**src/hdl/cos_pkg.sv**
```systemverilog
package cos_pkg;

  // time format
  localparam int unsigned TIME_W             = 64;
  localparam int unsigned TIME_FRAC_BITS_DEF = 32;

  // weights are unsigned Q0.16
  localparam int unsigned WGT_W = 16;

  // shared multiply-accumulate unit
  localparam int unsigned MUL_A_W = 32;
  localparam int unsigned MUL_B_W = WGT_W;
  localparam int unsigned PROD_W  = MUL_A_W + MUL_B_W;
  localparam int unsigned ACC_W   = TIME_W + WGT_W;

  // configuration port
  localparam int unsigned CFG_IDX_W  = 1;
  localparam int unsigned CFG_DATA_W = WGT_W;
  localparam logic [WGT_W-1:0] WPS_RESET   = 16'd13107;
  localparam logic [WGT_W-1:0] LIMIT_RESET = 16'd55705;

  typedef enum logic [CFG_IDX_W-1:0] {
    CFG_WEIGHT_PER_SECOND = 1'b0,
    CFG_WEIGHT_LIMIT      = 1'b1
  } cfg_idx_e;

  // tick packet constants
  localparam logic [7:0]  TICK_TAG  = 8'h54;
  localparam logic [7:0]  TICK_LEN  = 8'd14;
  localparam logic [31:0] SWAP_MARK = 32'h04030201;

  typedef struct packed {
    logic signed [TIME_W-1:0] now_time;
    logic                     has_packet;
    logic [7:0]               packet_length;
    logic [7:0]               packet_tag;
    logic [7:0]               packet_seq;
    logic [31:0]              order_mark;
    logic [TIME_W-1:0]        master_time_raw;
    logic signed [TIME_W-1:0] rx_stamp;
  } in_item_t;

  typedef struct packed {
    logic                     accepted;
    logic signed [TIME_W-1:0] offset;
  } tick_res_t;

  typedef struct packed {
    logic               en;
    logic               clear;
    logic               hi;
    logic [MUL_A_W-1:0] a;
    logic [MUL_B_W-1:0] b;
    logic [WGT_W-1:0]   addend;
  } mac_op_t;

  function automatic logic [TIME_W-1:0] swap_bytes8(input logic [TIME_W-1:0] v);
    logic [TIME_W-1:0] r;
    r = '0;
    for (int i = 0; i < 8; i++) begin
      r[8*i +: 8] = v[8*(7-i) +: 8];
    end
    return r;
  endfunction

  // signed subtract clamped to the 64-bit range
  function automatic logic [TIME_W-1:0] sat_sub(input logic [TIME_W-1:0] a,
                                                input logic [TIME_W-1:0] b);
    logic [TIME_W-1:0] d;
    d = a - b;
    if ((a[TIME_W-1] != b[TIME_W-1]) && (d[TIME_W-1] != a[TIME_W-1])) begin
      d = a[TIME_W-1] ? {1'b1, {(TIME_W-1){1'b0}}} : {1'b0, {(TIME_W-1){1'b1}}};
    end
    return d;
  endfunction

endpackage

```
**src/hdl/cos_in_if.sv**
```systemverilog
interface cos_in_if;
  logic              valid;
  logic              ready;
  logic signed [63:0] now_time;
  logic              has_packet;
  logic [7:0]        packet_length;
  logic [7:0]        packet_tag;
  logic [7:0]        packet_seq;
  logic [31:0]       order_mark;
  logic [63:0]       master_time_raw;
  logic signed [63:0] rx_stamp;

  modport source (
    output valid, now_time, has_packet, packet_length, packet_tag, packet_seq,
           order_mark, master_time_raw, rx_stamp,
    input  ready
  );

  modport sink (
    input  valid, now_time, has_packet, packet_length, packet_tag, packet_seq,
           order_mark, master_time_raw, rx_stamp,
    output ready
  );
endinterface

```
**src/hdl/cos_out_if.sv**
```systemverilog
interface cos_out_if;
  logic               valid;
  logic               ready;
  logic signed [63:0] offset_average;
  logic signed [63:0] offset_latest;
  logic               averaging_started;
  logic               packet_accepted;

  modport source (
    output valid, offset_average, offset_latest, averaging_started, packet_accepted,
    input  ready
  );

  modport sink (
    input  valid, offset_average, offset_latest, averaging_started, packet_accepted,
    output ready
  );
endinterface

```
**src/hdl/clock_offset_smoother_core.sv**
```systemverilog
// channel   dir  handshake      payload
// in_i      in   valid/ready    poll step: local time and optional tick packet
// out_o     out  valid/ready    average offset, latest offset, started, accepted
// cfg       in   cfg_we_i only  weight_per_second (0), weight_limit (1)
//
// a poll step runs through the transfer cycle, then decode, two passes of
// the 32x16 multiply-accumulate for the weight, clamp, two passes for the blend
// and a final update. the result is offered once the final update has loaded the
// output register, and the next step can be taken in that same cycle. the passes share one multiplier.
// reset clears the control state, not the datapath registers; the first step uses an elapsed time of 0.1 s.
// a result waits in the output register; the next step is taken meanwhile and
// holds in its final cycle only while the previous result is still not taken.
module clock_offset_smoother_core #(
  parameter int unsigned TIME_FRAC_BITS = cos_pkg::TIME_FRAC_BITS_DEF
) (
  input  logic                               clk_i,
  input  logic                               rst_ni,
  input  logic                               cfg_we_i,
  input  logic [cos_pkg::CFG_IDX_W-1:0]      cfg_idx_i,
  input  logic [cos_pkg::CFG_DATA_W-1:0]     cfg_data_i,
  cos_in_if.sink                             in_i,
  cos_out_if.source                          out_o
);
  import cos_pkg::*;

  // 0.1 s rounded to the time format
  localparam logic [TIME_W-1:0] FIRST_ELAPSED =
    ((64'd1 << TIME_FRAC_BITS) + 64'd5) / 64'd10;

  // sequencer states
  typedef enum logic [7:0] {
    ST_IDLE  = 8'b0000_0001,
    ST_PREP  = 8'b0000_0010,
    ST_WLO   = 8'b0000_0100,
    ST_WHI   = 8'b0000_1000,
    ST_CLAMP = 8'b0001_0000,
    ST_BLO   = 8'b0010_0000,
    ST_BHI   = 8'b0100_0000,
    ST_FIN   = 8'b1000_0000
  } state_e;

  state_e state_d, state_q;

  // configuration registers
  logic [WGT_W-1:0] wps_q, limit_q;

  // captured step and working registers
  in_item_t          item_q;
  logic [TIME_W-1:0] elapsed_q;
  logic [WGT_W-1:0]  w_q;
  logic [TIME_W-1:0] mag_q;
  logic              neg_q;

  // smoother state
  logic [TIME_W-1:0] prev_time_q;
  logic              prev_valid_q;
  logic [TIME_W-1:0] latest_q;
  logic [TIME_W-1:0] avg_q;
  logic              seeded_q;
  logic              accepted_q;

  // output register
  logic              out_valid_q;
  logic [TIME_W-1:0] out_avg_q, out_latest_q;
  logic              out_started_q, out_accepted_q;

  logic              in_xfer;
  logic              out_xfer;
  logic              out_free;
  tick_res_t         tick_res;
  mac_op_t           mac_op;
  logic [ACC_W-1:0]  acc;
  logic [ACC_W-1:0]  w_raw;
  logic              elapsed_pos;
  logic [WGT_W-1:0]  w_clamped;
  logic              tgt_below;
  logic [TIME_W-1:0] step;
  logic [TIME_W-1:0] avg_next;

  assign in_i.ready = (state_q == ST_IDLE);
  assign in_xfer    = in_i.valid && in_i.ready;
  assign out_xfer   = out_valid_q && out_o.ready;
  // final cycle may load the output register once the last result is gone or is taken in that cycle
  assign out_free   = !out_valid_q || out_o.ready;

  // configuration writes
  always_ff @(posedge clk_i or negedge rst_ni) begin
    if (!rst_ni) begin
      wps_q   <= WPS_RESET;
      limit_q <= LIMIT_RESET;
    end else if (cfg_we_i) begin
      case (cfg_idx_e'(cfg_idx_i))
        CFG_WEIGHT_PER_SECOND: wps_q   <= cfg_data_i;
        CFG_WEIGHT_LIMIT:      limit_q <= cfg_data_i;
        default: ;
      endcase
    end
  end

  // packet check, sequence tracking and offset
  cos_tick u_tick (
    .clk_i  (clk_i),
    .rst_ni (rst_ni),
    .en_i   (state_q == ST_PREP),
    .item_i (item_q),
    .res_o  (tick_res)
  );

  // operand selection for the shared multiply-accumulate
  always_comb begin
    mac_op = '0;
    case (state_q)
      ST_WLO: begin
        mac_op.en    = 1'b1;
        mac_op.clear = 1'b1;
        mac_op.a     = elapsed_q[MUL_A_W-1:0];
        mac_op.b     = wps_q;
      end
      ST_WHI: begin
        mac_op.en = 1'b1;
        mac_op.hi = 1'b1;
        mac_op.a  = elapsed_q[TIME_W-1:MUL_A_W];
        mac_op.b  = wps_q;
      end
      ST_BLO: begin
        // rounding term turns the floor into a ceiling when moving down
        mac_op.en     = 1'b1;
        mac_op.clear  = 1'b1;
        mac_op.a      = mag_q[MUL_A_W-1:0];
        mac_op.b      = w_q;
        mac_op.addend = neg_q ? {WGT_W{1'b1}} : '0;
      end
      ST_BHI: begin
        mac_op.en = 1'b1;
        mac_op.hi = 1'b1;
        mac_op.a  = mag_q[TIME_W-1:MUL_A_W];
        mac_op.b  = w_q;
      end
      default: ;
    endcase
  end

  cos_mac u_mac (
    .clk_i  (clk_i),
    .rst_ni (rst_ni),
    .op_i   (mac_op),
    .acc_o  (acc)
  );

  // weight = min(limit, elapsed * rate), zero for a non-positive elapsed time
  assign w_raw       = acc >> TIME_FRAC_BITS;
  assign elapsed_pos = !elapsed_q[TIME_W-1] && (elapsed_q != '0);
  always_comb begin
    if (!elapsed_pos) begin
      w_clamped = '0;
    end else if ((|w_raw[ACC_W-1:WGT_W]) || (w_raw[WGT_W-1:0] > limit_q)) begin
      w_clamped = limit_q;
    end else begin
      w_clamped = w_raw[WGT_W-1:0];
    end
  end

  assign tgt_below = $signed(latest_q) < $signed(avg_q);

  // blend step: (mag * w) / 65536, with the new average rounded down in both directions
  assign step     = acc[WGT_W +: TIME_W];
  assign avg_next = neg_q ? (avg_q - step) : (avg_q + step);

  always_comb begin
    state_d = state_q;
    case (state_q)
      ST_IDLE:  if (in_xfer) state_d = ST_PREP;
      ST_PREP:  state_d = ST_WLO;
      ST_WLO:   state_d = ST_WHI;
      ST_WHI:   state_d = ST_CLAMP;
      ST_CLAMP: state_d = ST_BLO;
      ST_BLO:   state_d = ST_BHI;
      ST_BHI:   state_d = ST_FIN;
      ST_FIN:   if (out_free) state_d = ST_IDLE;
      default:  state_d = ST_IDLE;
    endcase
  end

  // control and smoother state
  always_ff @(posedge clk_i or negedge rst_ni) begin
    if (!rst_ni) begin
      state_q      <= ST_IDLE;
      prev_time_q  <= '0;
      prev_valid_q <= 1'b0;
      latest_q     <= '0;
      avg_q        <= '0;
      seeded_q     <= 1'b0;
      accepted_q   <= 1'b0;
      out_valid_q  <= 1'b0;
    end else begin
      state_q <= state_d;
      if (state_q == ST_PREP) begin
        prev_time_q  <= item_q.now_time;
        prev_valid_q <= 1'b1;
        accepted_q   <= tick_res.accepted;
        if (tick_res.accepted) begin
          latest_q <= tick_res.offset;
        end
      end
      if ((state_q == ST_FIN) && out_free) begin
        if (seeded_q) begin
          avg_q <= avg_next;
        end else if (latest_q != '0) begin
          // first nonzero offset seeds the average
          avg_q    <= latest_q;
          seeded_q <= 1'b1;
        end
        out_valid_q <= 1'b1;
      end else if (out_xfer) begin
        out_valid_q <= 1'b0;
      end
    end
  end

  // datapath registers
  always_ff @(posedge clk_i) begin
    if (in_xfer) begin
      item_q.now_time        <= in_i.now_time;
      item_q.has_packet      <= in_i.has_packet;
      item_q.packet_length   <= in_i.packet_length;
      item_q.packet_tag      <= in_i.packet_tag;
      item_q.packet_seq      <= in_i.packet_seq;
      item_q.order_mark      <= in_i.order_mark;
      item_q.master_time_raw <= in_i.master_time_raw;
      item_q.rx_stamp        <= in_i.rx_stamp;
    end
    if (state_q == ST_PREP) begin
      // elapsed time wraps modulo 2^64
      elapsed_q <= prev_valid_q ? (item_q.now_time - prev_time_q) : FIRST_ELAPSED;
    end
    if (state_q == ST_CLAMP) begin
      w_q   <= w_clamped;
      neg_q <= tgt_below;
      mag_q <= tgt_below ? (avg_q - latest_q) : (latest_q - avg_q);
    end
    if ((state_q == ST_FIN) && out_free) begin
      out_avg_q      <= seeded_q ? avg_next : latest_q;
      out_latest_q   <= latest_q;
      out_started_q  <= seeded_q || (latest_q != '0);
      out_accepted_q <= accepted_q;
    end
  end

  assign out_o.valid             = out_valid_q;
  assign out_o.offset_average    = (seeded_q || out_started_q) ? out_avg_q : '0;
  assign out_o.offset_latest     = out_latest_q;
  assign out_o.averaging_started = out_started_q;
  assign out_o.packet_accepted   = out_accepted_q;
endmodule

```
**src/hdl/cos_mac.sv**
```systemverilog
module cos_mac (
  input  logic                    clk_i,
  input  logic                    rst_ni,
  input  cos_pkg::mac_op_t        op_i,
  output logic [cos_pkg::ACC_W-1:0] acc_o
);
  import cos_pkg::*;

  logic [PROD_W-1:0] prod;
  logic [ACC_W-1:0]  term;
  logic [ACC_W-1:0]  base;
  logic [ACC_W-1:0]  acc_d, acc_q;

  // 32x16 product placed at the low or the high word of the accumulator
  assign prod  = op_i.a * op_i.b;
  assign term  = op_i.hi ? {prod, {MUL_A_W{1'b0}}}
                         : {{(ACC_W-PROD_W){1'b0}}, prod};
  assign base  = op_i.clear ? {{(ACC_W-WGT_W){1'b0}}, op_i.addend} : acc_q;
  assign acc_d = base + term;

  always_ff @(posedge clk_i or negedge rst_ni) begin
    if (!rst_ni) begin
      acc_q <= '0;
    end else if (op_i.en) begin
      acc_q <= acc_d;
    end
  end

  assign acc_o = acc_q;
endmodule

```
**src/hdl/cos_tick.sv**
```systemverilog
module cos_tick (
  input  logic               clk_i,
  input  logic               rst_ni,
  input  logic               en_i,
  input  cos_pkg::in_item_t  item_i,
  output cos_pkg::tick_res_t res_o
);
  import cos_pkg::*;

  logic [7:0]        held_seq_q;
  logic              seen_q;
  logic              is_tick;
  logic [7:0]        seq_diff;
  logic              ahead;
  logic [TIME_W-1:0] master;

  assign is_tick  = item_i.has_packet && (item_i.packet_length == TICK_LEN)
                    && (item_i.packet_tag == TICK_TAG);
  // ahead by a signed 8-bit difference of 1..127
  assign seq_diff = item_i.packet_seq - held_seq_q;
  assign ahead    = (seq_diff != 8'd0) && !seq_diff[7];
  assign master   = (item_i.order_mark == SWAP_MARK) ? swap_bytes8(item_i.master_time_raw)
                                                     : item_i.master_time_raw;

  assign res_o.accepted = is_tick && seen_q && ahead;
  assign res_o.offset   = sat_sub(master, item_i.rx_stamp);

  always_ff @(posedge clk_i or negedge rst_ni) begin
    if (!rst_ni) begin
      held_seq_q <= '0;
      seen_q     <= 1'b0;
    end else if (en_i && is_tick && (!seen_q || ahead)) begin
      // first tick only sets the sequence; later ticks that are ahead update it
      held_seq_q <= item_i.packet_seq;
      seen_q     <= 1'b1;
    end
  end
endmodule
```
**src/flat_wrapper.sv**
```systemverilog
// flat-port wrapper written by rule: the top's interface ports become plain ports
module clock_offset_smoother_core_flat import cos_pkg::*;
#(
  parameter int unsigned TIME_FRAC_BITS = cos_pkg::TIME_FRAC_BITS_DEF
)
  (clk_i, rst_ni, cfg_we_i, cfg_idx_i, cfg_data_i, in_i_valid, in_i_now_time, in_i_has_packet, in_i_packet_length, in_i_packet_tag, in_i_packet_seq, in_i_order_mark, in_i_master_time_raw, in_i_rx_stamp, in_i_ready, out_o_valid, out_o_offset_average, out_o_offset_latest, out_o_averaging_started, out_o_packet_accepted, out_o_ready);
  cos_in_if in_i_i ();
  cos_out_if out_o_i ();
  input  logic clk_i;
  input  logic rst_ni;
  input  logic cfg_we_i;
  input  logic [cos_pkg::CFG_IDX_W-1:0] cfg_idx_i;
  input  logic [cos_pkg::CFG_DATA_W-1:0] cfg_data_i;
  input wire logic [$bits(in_i_i.valid)-1:0] in_i_valid;
  input wire logic [$bits(in_i_i.now_time)-1:0] in_i_now_time;
  input wire logic [$bits(in_i_i.has_packet)-1:0] in_i_has_packet;
  input wire logic [$bits(in_i_i.packet_length)-1:0] in_i_packet_length;
  input wire logic [$bits(in_i_i.packet_tag)-1:0] in_i_packet_tag;
  input wire logic [$bits(in_i_i.packet_seq)-1:0] in_i_packet_seq;
  input wire logic [$bits(in_i_i.order_mark)-1:0] in_i_order_mark;
  input wire logic [$bits(in_i_i.master_time_raw)-1:0] in_i_master_time_raw;
  input wire logic [$bits(in_i_i.rx_stamp)-1:0] in_i_rx_stamp;
  output wire logic [$bits(in_i_i.ready)-1:0] in_i_ready;
  output wire logic [$bits(out_o_i.valid)-1:0] out_o_valid;
  output wire logic [$bits(out_o_i.offset_average)-1:0] out_o_offset_average;
  output wire logic [$bits(out_o_i.offset_latest)-1:0] out_o_offset_latest;
  output wire logic [$bits(out_o_i.averaging_started)-1:0] out_o_averaging_started;
  output wire logic [$bits(out_o_i.packet_accepted)-1:0] out_o_packet_accepted;
  input wire logic [$bits(out_o_i.ready)-1:0] out_o_ready;
  assign in_i_i.valid = in_i_valid;
  assign in_i_i.now_time = in_i_now_time;
  assign in_i_i.has_packet = in_i_has_packet;
  assign in_i_i.packet_length = in_i_packet_length;
  assign in_i_i.packet_tag = in_i_packet_tag;
  assign in_i_i.packet_seq = in_i_packet_seq;
  assign in_i_i.order_mark = in_i_order_mark;
  assign in_i_i.master_time_raw = in_i_master_time_raw;
  assign in_i_i.rx_stamp = in_i_rx_stamp;
  assign in_i_ready = in_i_i.ready;
  assign out_o_valid = out_o_i.valid;
  assign out_o_offset_average = out_o_i.offset_average;
  assign out_o_offset_latest = out_o_i.offset_latest;
  assign out_o_averaging_started = out_o_i.averaging_started;
  assign out_o_packet_accepted = out_o_i.packet_accepted;
  assign out_o_i.ready = out_o_ready;
  clock_offset_smoother_core #(.TIME_FRAC_BITS(TIME_FRAC_BITS)) u_core (.clk_i(clk_i), .rst_ni(rst_ni), .cfg_we_i(cfg_we_i), .cfg_idx_i(cfg_idx_i), .cfg_data_i(cfg_data_i), .in_i(in_i_i), .out_o(out_o_i));
endmodule
```
**config.mk**
```make
export PLATFORM = sky130hd
export DESIGN_NAME = clock_offset_smoother_core_flat
export DESIGN_NICKNAME = d
export VERILOG_FILES = /design/src/hdl/cos_pkg.sv /design/src/hdl/cos_in_if.sv /design/src/hdl/cos_out_if.sv /design/src/hdl/clock_offset_smoother_core.sv /design/src/hdl/cos_mac.sv /design/src/hdl/cos_tick.sv /design/src/flat_wrapper.sv
export SDC_FILE = /design/constraint.sdc
export NUM_CORES = 2
export LEC_CHECK = 0
export BUFFER_PORTS_ARGS = -buffer_cell sky130_fd_sc_hd__buf_2
export CAP_MARGIN = 20
export CORE_MARGIN = 1
export CORE_UTILIZATION = 65
export DETAILED_ROUTE_END_ITERATION = 10
export HOLD_SLACK_MARGIN = 0.08
export MAX_ROUTING_LAYER = met4
export PLACE_DENSITY = 0.84
export REMOVE_ABC_BUFFERS = 1
export SYNTH_ARGS = -nofsm -noshare
export SYNTH_HDL_FRONTEND = slang
export SYNTH_SLANG_ARGS = --single-unit
```
**constraint.sdc**
```tcl
create_clock -name clk_i -period 33 [get_ports clk_i]
set_input_delay 1.65 -clock clk_i [delete_from_list [all_inputs] [get_ports clk_i]]
set_output_delay 1.65 -clock clk_i [all_outputs]
set_load 0.005 [all_outputs]
```
# ---- After elaboration in Yosys (flattened, before gate mapping)
# Index checks and enable logic that the tools add are counted.
# Widths: inputs -> output; s select.
dict set report word_totals {
  register_bits 849
  latch_bits 0
  ramBits 0
  romBits 0
  input_bits 271
  output_inout_bits 132
  wordCells 116
  n_memories 0
}
dict set report classes {
  n_addsub 8
  n_mul 1
  div 0
  magnitude_cmp 2
  n_eq_ne 15
  n_shift 0
  n_mux 25
  bitwise_logic 1
  n_reduce_logical 35
}
# operator count
set ops {}
lappend ops {{$mux 64} 9}
lappend ops {{$sub 64x64->64} 5}
lappend ops {{$pmux 48 s4} 1}
lappend ops {{$mux 80} 2}
lappend ops {{$reduce_bool 64->1} 2}
lappend ops {{$add 80x80->80} 1}
lappend ops {{$add 64x64->64} 1}
lappend ops {{$lt 64x64->1} 1}
lappend ops {{$pmux 8 s8} 1}
lappend ops {{$mul 32x16->48} 1}
lappend ops {{$mux 16} 3}
lappend ops {{$eq 32x27->1 const B} 1}
lappend ops {{$reduce_or 32->1} 1}
lappend ops {{$eq 8x4->1 const B} 2}
lappend ops {{$eq 8x7->1 const B} 2}
lappend ops {{$gt 16x16->1} 1}
lappend ops {{$mux 8} 2}
lappend ops {{$logic_and 1x1->1} 12}
lappend ops {{$reduce_and 2->1} 5}
lappend ops {{$eq 8x1->1 const B} 1}
lappend ops {{$eq 8x2->1 const B} 1}
lappend ops {{$eq 8x3->1 const B} 1}
lappend ops {{$eq 8x5->1 const B} 1}
lappend ops {{$eq 8x6->1 const B} 1}
lappend ops {{other kinds (13)} 29}

# ---- Depth between registers and ports, before layout
dict set report depth {
  word_depth 6
  ltp_mapped 49
  ltp_nobuf 46
}

# ---- Hierarchy
# From an unflattened synthesis, not the netlist that was laid out.
dict set report hier_totals {
  cells_unflattened 8216
  hier_area_um2 75874.0
}
# mod n_inst cells_per_inst area_each_um2 seq_area_each_um2
set modules_own_cells {}
lappend modules_own_cells {clock_offset_smoother_core 1 4375 44692.9 21663.3}
lappend modules_own_cells {cos_mac 1 2995 25285.5 2001.9}
lappend modules_own_cells {cos_tick 1 846 5895.7 225.2}

# ---- Least setup slack after synthesis
# OpenSTA, ideal clock, no wires.
dict set report synth_path {
  path_kind {flip-flop to flip-flop}
  from {reg u_core.state_q[5]}
  to {reg u_core.u_mac.acc_q[76], in the netlist u_core.u_mac.acc_o[76]}
  setup_ns 0.071
  t_arrival_ns 10.929
  required_time_ns 32.929
  slack_ns 22.000
  path_stages_with_launch 47
  path_buffers 5
  period_less_slack_ns 11.000
  path_cell_list {dfrtp_1 > nor4_1 > nor3b_1 > and3b_1 > clkbuf_1 > or2_0 > clkbuf_1 > a22o_1 > clkbuf_1 > clkbuf_1 > nand2_1 > fa_1 > fa_1 > fa_1 > inv_1 > fa_1 > fa_1 > inv_1 > (+11 left out) > o21ai_1 > a211oi_1 > nand2b_1 > a21oi_1 > xnor2_1 > mux2i_1 > ha_1 > nand4_1 > nor3_1 > nand3_1 > and4_1 > a31o_2 > o21a_1 > o31a_1 > o21ai_1 > o21ai_0 > or4b_1 > nand4_1}
}
dict set report synth_via {
  elab_chain_cells 5
  word_cells_on_any_way 16
  classes_between {1 x add/sub; 1 x mul; 4 x eq/ne; 7 x mux; 3 x reduce/logical}
}
# item line_no
set synth_rtl {}
lappend synth_rtl {{start, declared} clock_offset_smoother_core.sv:42} ;# state_e state_d, state_q;
lappend synth_rtl {{start signal, assigned} clock_offset_smoother_core.sv:196} ;# state_q <= state_d;
lappend synth_rtl {{$eq 8x7->1 (tied with other cells)} clock_offset_smoother_core.sv:112} ;# case (state_q)
lappend synth_rtl {{$pmux 48 s4 or $reduce_or 2->1 (tied branches)} n/a}
lappend synth_rtl {{$mul 32x16->48 or $mux 1 (tied branches)} {cos_mac.sv:15, clock_offset_smoother_core.sv:112}}
lappend synth_rtl {{$mux 80, on equally long branches} {cos_mac.sv:16, cos_mac.sv:18}}
lappend synth_rtl {{$add 80x80->80} cos_mac.sv:19} ;# assign acc_d = base + term;
lappend synth_rtl {{end signal, assigned} cos_mac.sv:23} ;# acc_q <= '0;
lappend synth_rtl {{end signal, assigned} cos_mac.sv:25} ;# acc_q <= acc_d;
lappend synth_rtl {{end, declared} cos_mac.sv:12} ;# logic [ACC_W-1:0] acc_d, acc_q;
# Parallel ways exist; a longest one is shown, timed or not.
# A chain may end at the register's enable or synchronous reset.

# ---- Final worst setup path
dict set report layout_path {
  from {reg u_core.state_q[7]}
  to {reg u_core.u_mac.acc_q[76], in the netlist u_core.u_mac.acc_o[76]}
}
# The elaborated chain is that of the path after synthesis.

==> impl_metrics.json <==
{
  "status": "completed",
  "pin_count": 403,
  "critical_path_peak_fanout": 62,
  "cts_buffer_depth": 3,
  "vias": 64279,
  "cp.required_ns": 33.67,
  "fin_skew_ns": 0.0455,
  "rsz0062_at_grt": "no",
  "setup_viol": 0,
  "core_um2": 111000,
  "layout_min_cycle_time_ns": 13.28,
  "fin_nets": 9462,
  "cts_hold_buf": 0,
  "cts_buffers": 92,
  "synthArstFlopShare": 0.383,
  "cp_slowest_stage_delay_ns": 0.61,
  "whs_ns": 0.461,
  "hold_violations": 0,
  "cp-end-kind": "flip-flop",
  "drive_gt1_frac": 0.103,
  "ys_seq_area_frac": 0.326,
  "ys_types": 101,
  "final_antenna_net_count": 0,
  "grt_pass1_wl_um": 380000,
  "synth_common_cells": "868 x nand2_1, 846 x inv_1, 655 x a21oi_1",
  "cpMostUsedCell": "fa_1",
  "yosys_most_used_dff": "edfxtp_1",
  "die_h_um": 338,
  "gp_congestion": 1.15,
  "fmax_ghz": 0.0753,
  "syn-cell-area_um2": 73400,
  "worstHoldPathType": "reg -> reg",
  "clock_sinks": 849,
  "antenna_found_initial": 4,
  "root_buffer": "clkbuf_16",
  "area_growth_pct": 8.37,
  "start_kind": "flip-flop",
  "dp_hpwl_um": 198000,
  "grt_pass1_vias": 63284,
  "cts_setup_buffers": 0,
  "io_buffer_count": 402,
  "tns_ns": 0,
  "clk_latency_ns": 0.76,
  "rows": 122,
  "viasPerCell": 6.56,
  "r2r_start": "u_core.state_q[7]",
  "drt-total-wl_um": 256000,
  "initial_core_util": 0.659,
  "first_pass_iters": 8,
  "ys_ff_latch": 849,
  "yosysMostFrequentCell": "nand2_1",
  "drv_slew": 0,
  "die_x_um": 338,
  "grt_max_degree": 159,
  "crit_arrival_ns": 13.95,
  "finalCritPeriodShare": 0.402,
  "netlist_instances": 8044,
  "path_clk_slew_ns": 0.07,
  "cts_tree": "built",
  "hp-start": "u_core.accepted_q",
  "cts.htree.levels": 3,
  "ys_warn_count": 0,
  "power_per_cell_area_nw_per_um2": 58.0,
  "worst_pin_slew_ns": 1.45,
  "num-fill-cells": 8346,
  "grt_usage": 0.460,
  "postCtsResizedCells": 0,
  "synth_edf_count": 524,
  "initialDrtViolationCount": 7673,
  "yosys.area.top_type": "edfxtp_1",
  "vdd_ir_drop_max_uv": 75.7,
  "die_area_um2": 114000,
  "p_leak_nw": 34.6,
  "synth.area.top_cells": "edfxtp_1 21%, fa_1 12%, dfrtp_1 10%",
  "grt-ovfl-total": 0,
  "startpoint": "u_core.state_q[7]",
  "maxSlewHeadroom": 0.0310,
  "synth_top_area_frac": 0.214,
  "wl_per_cell_um": 26.1,
  "drcViolationCount": 0,
  "maxCapViolCount": 0,
  "avgSynthCellArea_um2": 9.12,
  "worstSetupPathType": "reg -> reg",
  "critPathSlowestCell": "buf_4"
}
==> worst max-delay path: cells and delay by family (launching register included) <==
kind                     cells  cell delay [ns]
adder cells (fa/ha/maj)      8             3.77
buffers and inverters        8             1.54
AO/OA/AOI/OAI               16             4.48
AND/OR/NAND/NOR             14             2.76
XOR/XNOR                     1             0.17
flip-flops                   1             0.40
==> per-stage QoR <==
step	power, mW	worst slack, ns	instance area (um2)	std cells	util
2_1_floorplan	2.91	18.44	71800	7642	-
3_3_place_gp	3.44	20.22	76500	9618	0.687
3_5_place_dp	3.49	20.04	76500	9618	0.687
4_1_cts	4.54	20.01	79500	9791	0.714
5_1_grt	4.82	19.06	79500	9797	0.714
6_report	4.61	19.72	79500	9800	0.714
==> cell usage in the layout (no fill, tap or decap), types with 25 or more instances in the layout <==
| cell type | netlist | layout |
|---|---|---|
| inv_1 | 846 | 846 |
| o21a_1 | 50 | 50 |
| nand2_1 | 868 | 867 |
| a211oi_1 | 40 | 40 |
| a22o_1 | 44 | 44 |
| nor4_1 | 67 | 67 |
| nor2_1 | 609 | 605 |
| edfxtp_1 | 524 | 524 |
| clkbuf_1 | 330 | 25 |
| xnor2_1 | 263 | 263 |
| xor2_1 | 154 | 154 |
| buf_2 | 38 | 401 |
| o21bai_1 | 92 | 92 |
| nor3_1 | 77 | 76 |
| buf_4 | 6 | 86 |
| mux2_2 | 125 | 125 |
| ha_1 | 539 | 539 |
| nand4_1 | 135 | 135 |
| a221o_1 | 39 | 39 |
| clkbuf_16 | 0 | 92 |
| dfrtp_1 | 307 | 306 |
| o211ai_1 | 27 | 27 |
| a221oi_1 | 45 | 39 |
| a21o_1 | 284 | 284 |
| and2_1 | 141 | 139 |
| fa_1 | 426 | 426 |
| nand2b_1 | 55 | 55 |
| o31ai_1 | 27 | 27 |
| mux2i_1 | 66 | 66 |
| nand3_1 | 70 | 68 |
| a21oi_1 | 655 | 653 |
| nor2b_1 | 125 | 124 |
| o21ai_0 | 482 | 482 |
| a22oi_1 | 81 | 81 |
| a21boi_0 | 26 | 26 |
| and3_1 | 40 | 40 |
| a31oi_1 | 57 | 57 |
==> sequential cells by signal, indices dropped and copies added (netlist names), 8 cells and up <==
signal                      cells
u_core.u_tick.held_seq_q        8
u_core.w_q                     16
u_core.item_q                 249
u_core.avg_q                   64
u_core.latest_q                64
u_core.prev_time_q             64
u_core.wps_q                   16
u_core.elapsed_q               64
u_core.mag_q                   64
u_core.state_q                  8
u_core.out_o.offset_latest     64
u_core.out_avg_q               64
u_core.u_mac.acc_o             80
u_core.limit_q                 16
==> path summary, 6_finish.rpt <==
path	endpoint	slack [ns]	cells after the start
min	u_core.out_o.packet_accepted	0.46	0
min reg2reg	u_core.out_o.packet_accepted	0.46	0
max	u_core.u_mac.acc_o[76]	19.72	47
max in group asynchronous	u_core.u_mac.acc_o[41]	30.42	2
max reg2reg	u_core.u_mac.acc_o[76]	19.72	47
min in group asynchronous	u_core.u_tick.held_seq_q[3]	0.96	1
==> routing by layer <==
metal | vias to the layer above | GRT usage | routed length [um]
met4 | 0 | 0.318 | 21700
li1 | 28138 | - | -
met2 | 4214 | 0.677 | 111000
met3 | 1076 | 0.121 | 30100
met5 | - | - | 0
met1 | 30851 | 0.552 | 93000
==> final cells by class <==
cell class | instances | area, um2 | share of cell area
sequential | 849 | 23900 | 0.301
antenna | 7 | 17.5 | 0.000220
tap | 1488 | 1860 | 0.0234
inverter | 849 | 3190 | 0.0402
timing repair buffer | 490 | 2690 | 0.0339
clock buffer | 123 | 2480 | 0.0312
multi-input combinational | 5944 | 44800 | 0.564
clock inverter | 50 | 522 | 0.00656
==> logic make-up (layout without fill, tap and decap cells) <==
family | after synthesis | count (layout) | share of synthesized area
AO/OA/AOI/OAI | 2093 | 2093 | 0.180
XOR/XNOR | 417 | 417 | 0.0498
adder cells (fa/ha/maj) | 965 | 965 | 0.208
buffers and inverters | 1251 | 1512 | 0.0651
flip-flops | 849 | 849 | 0.326
multiplexers | 191 | 191 | 0.0282
other | 0 | 7 | 0
AND/OR/NAND/NOR | 2278 | 2278 | 0.143
==> report_power, final <==
part | total (mW) | leakage (nW) | internal [mW] | switching, mW
clock | 1.04 | 1.45 | 0.563 | 0.481
sequential | 1.52 | 8.64 | 1.36 | 0.162
combinational | 2.04 | 24.5 | 0.766 | 1.27
Power figures use the tool's default switching activity.
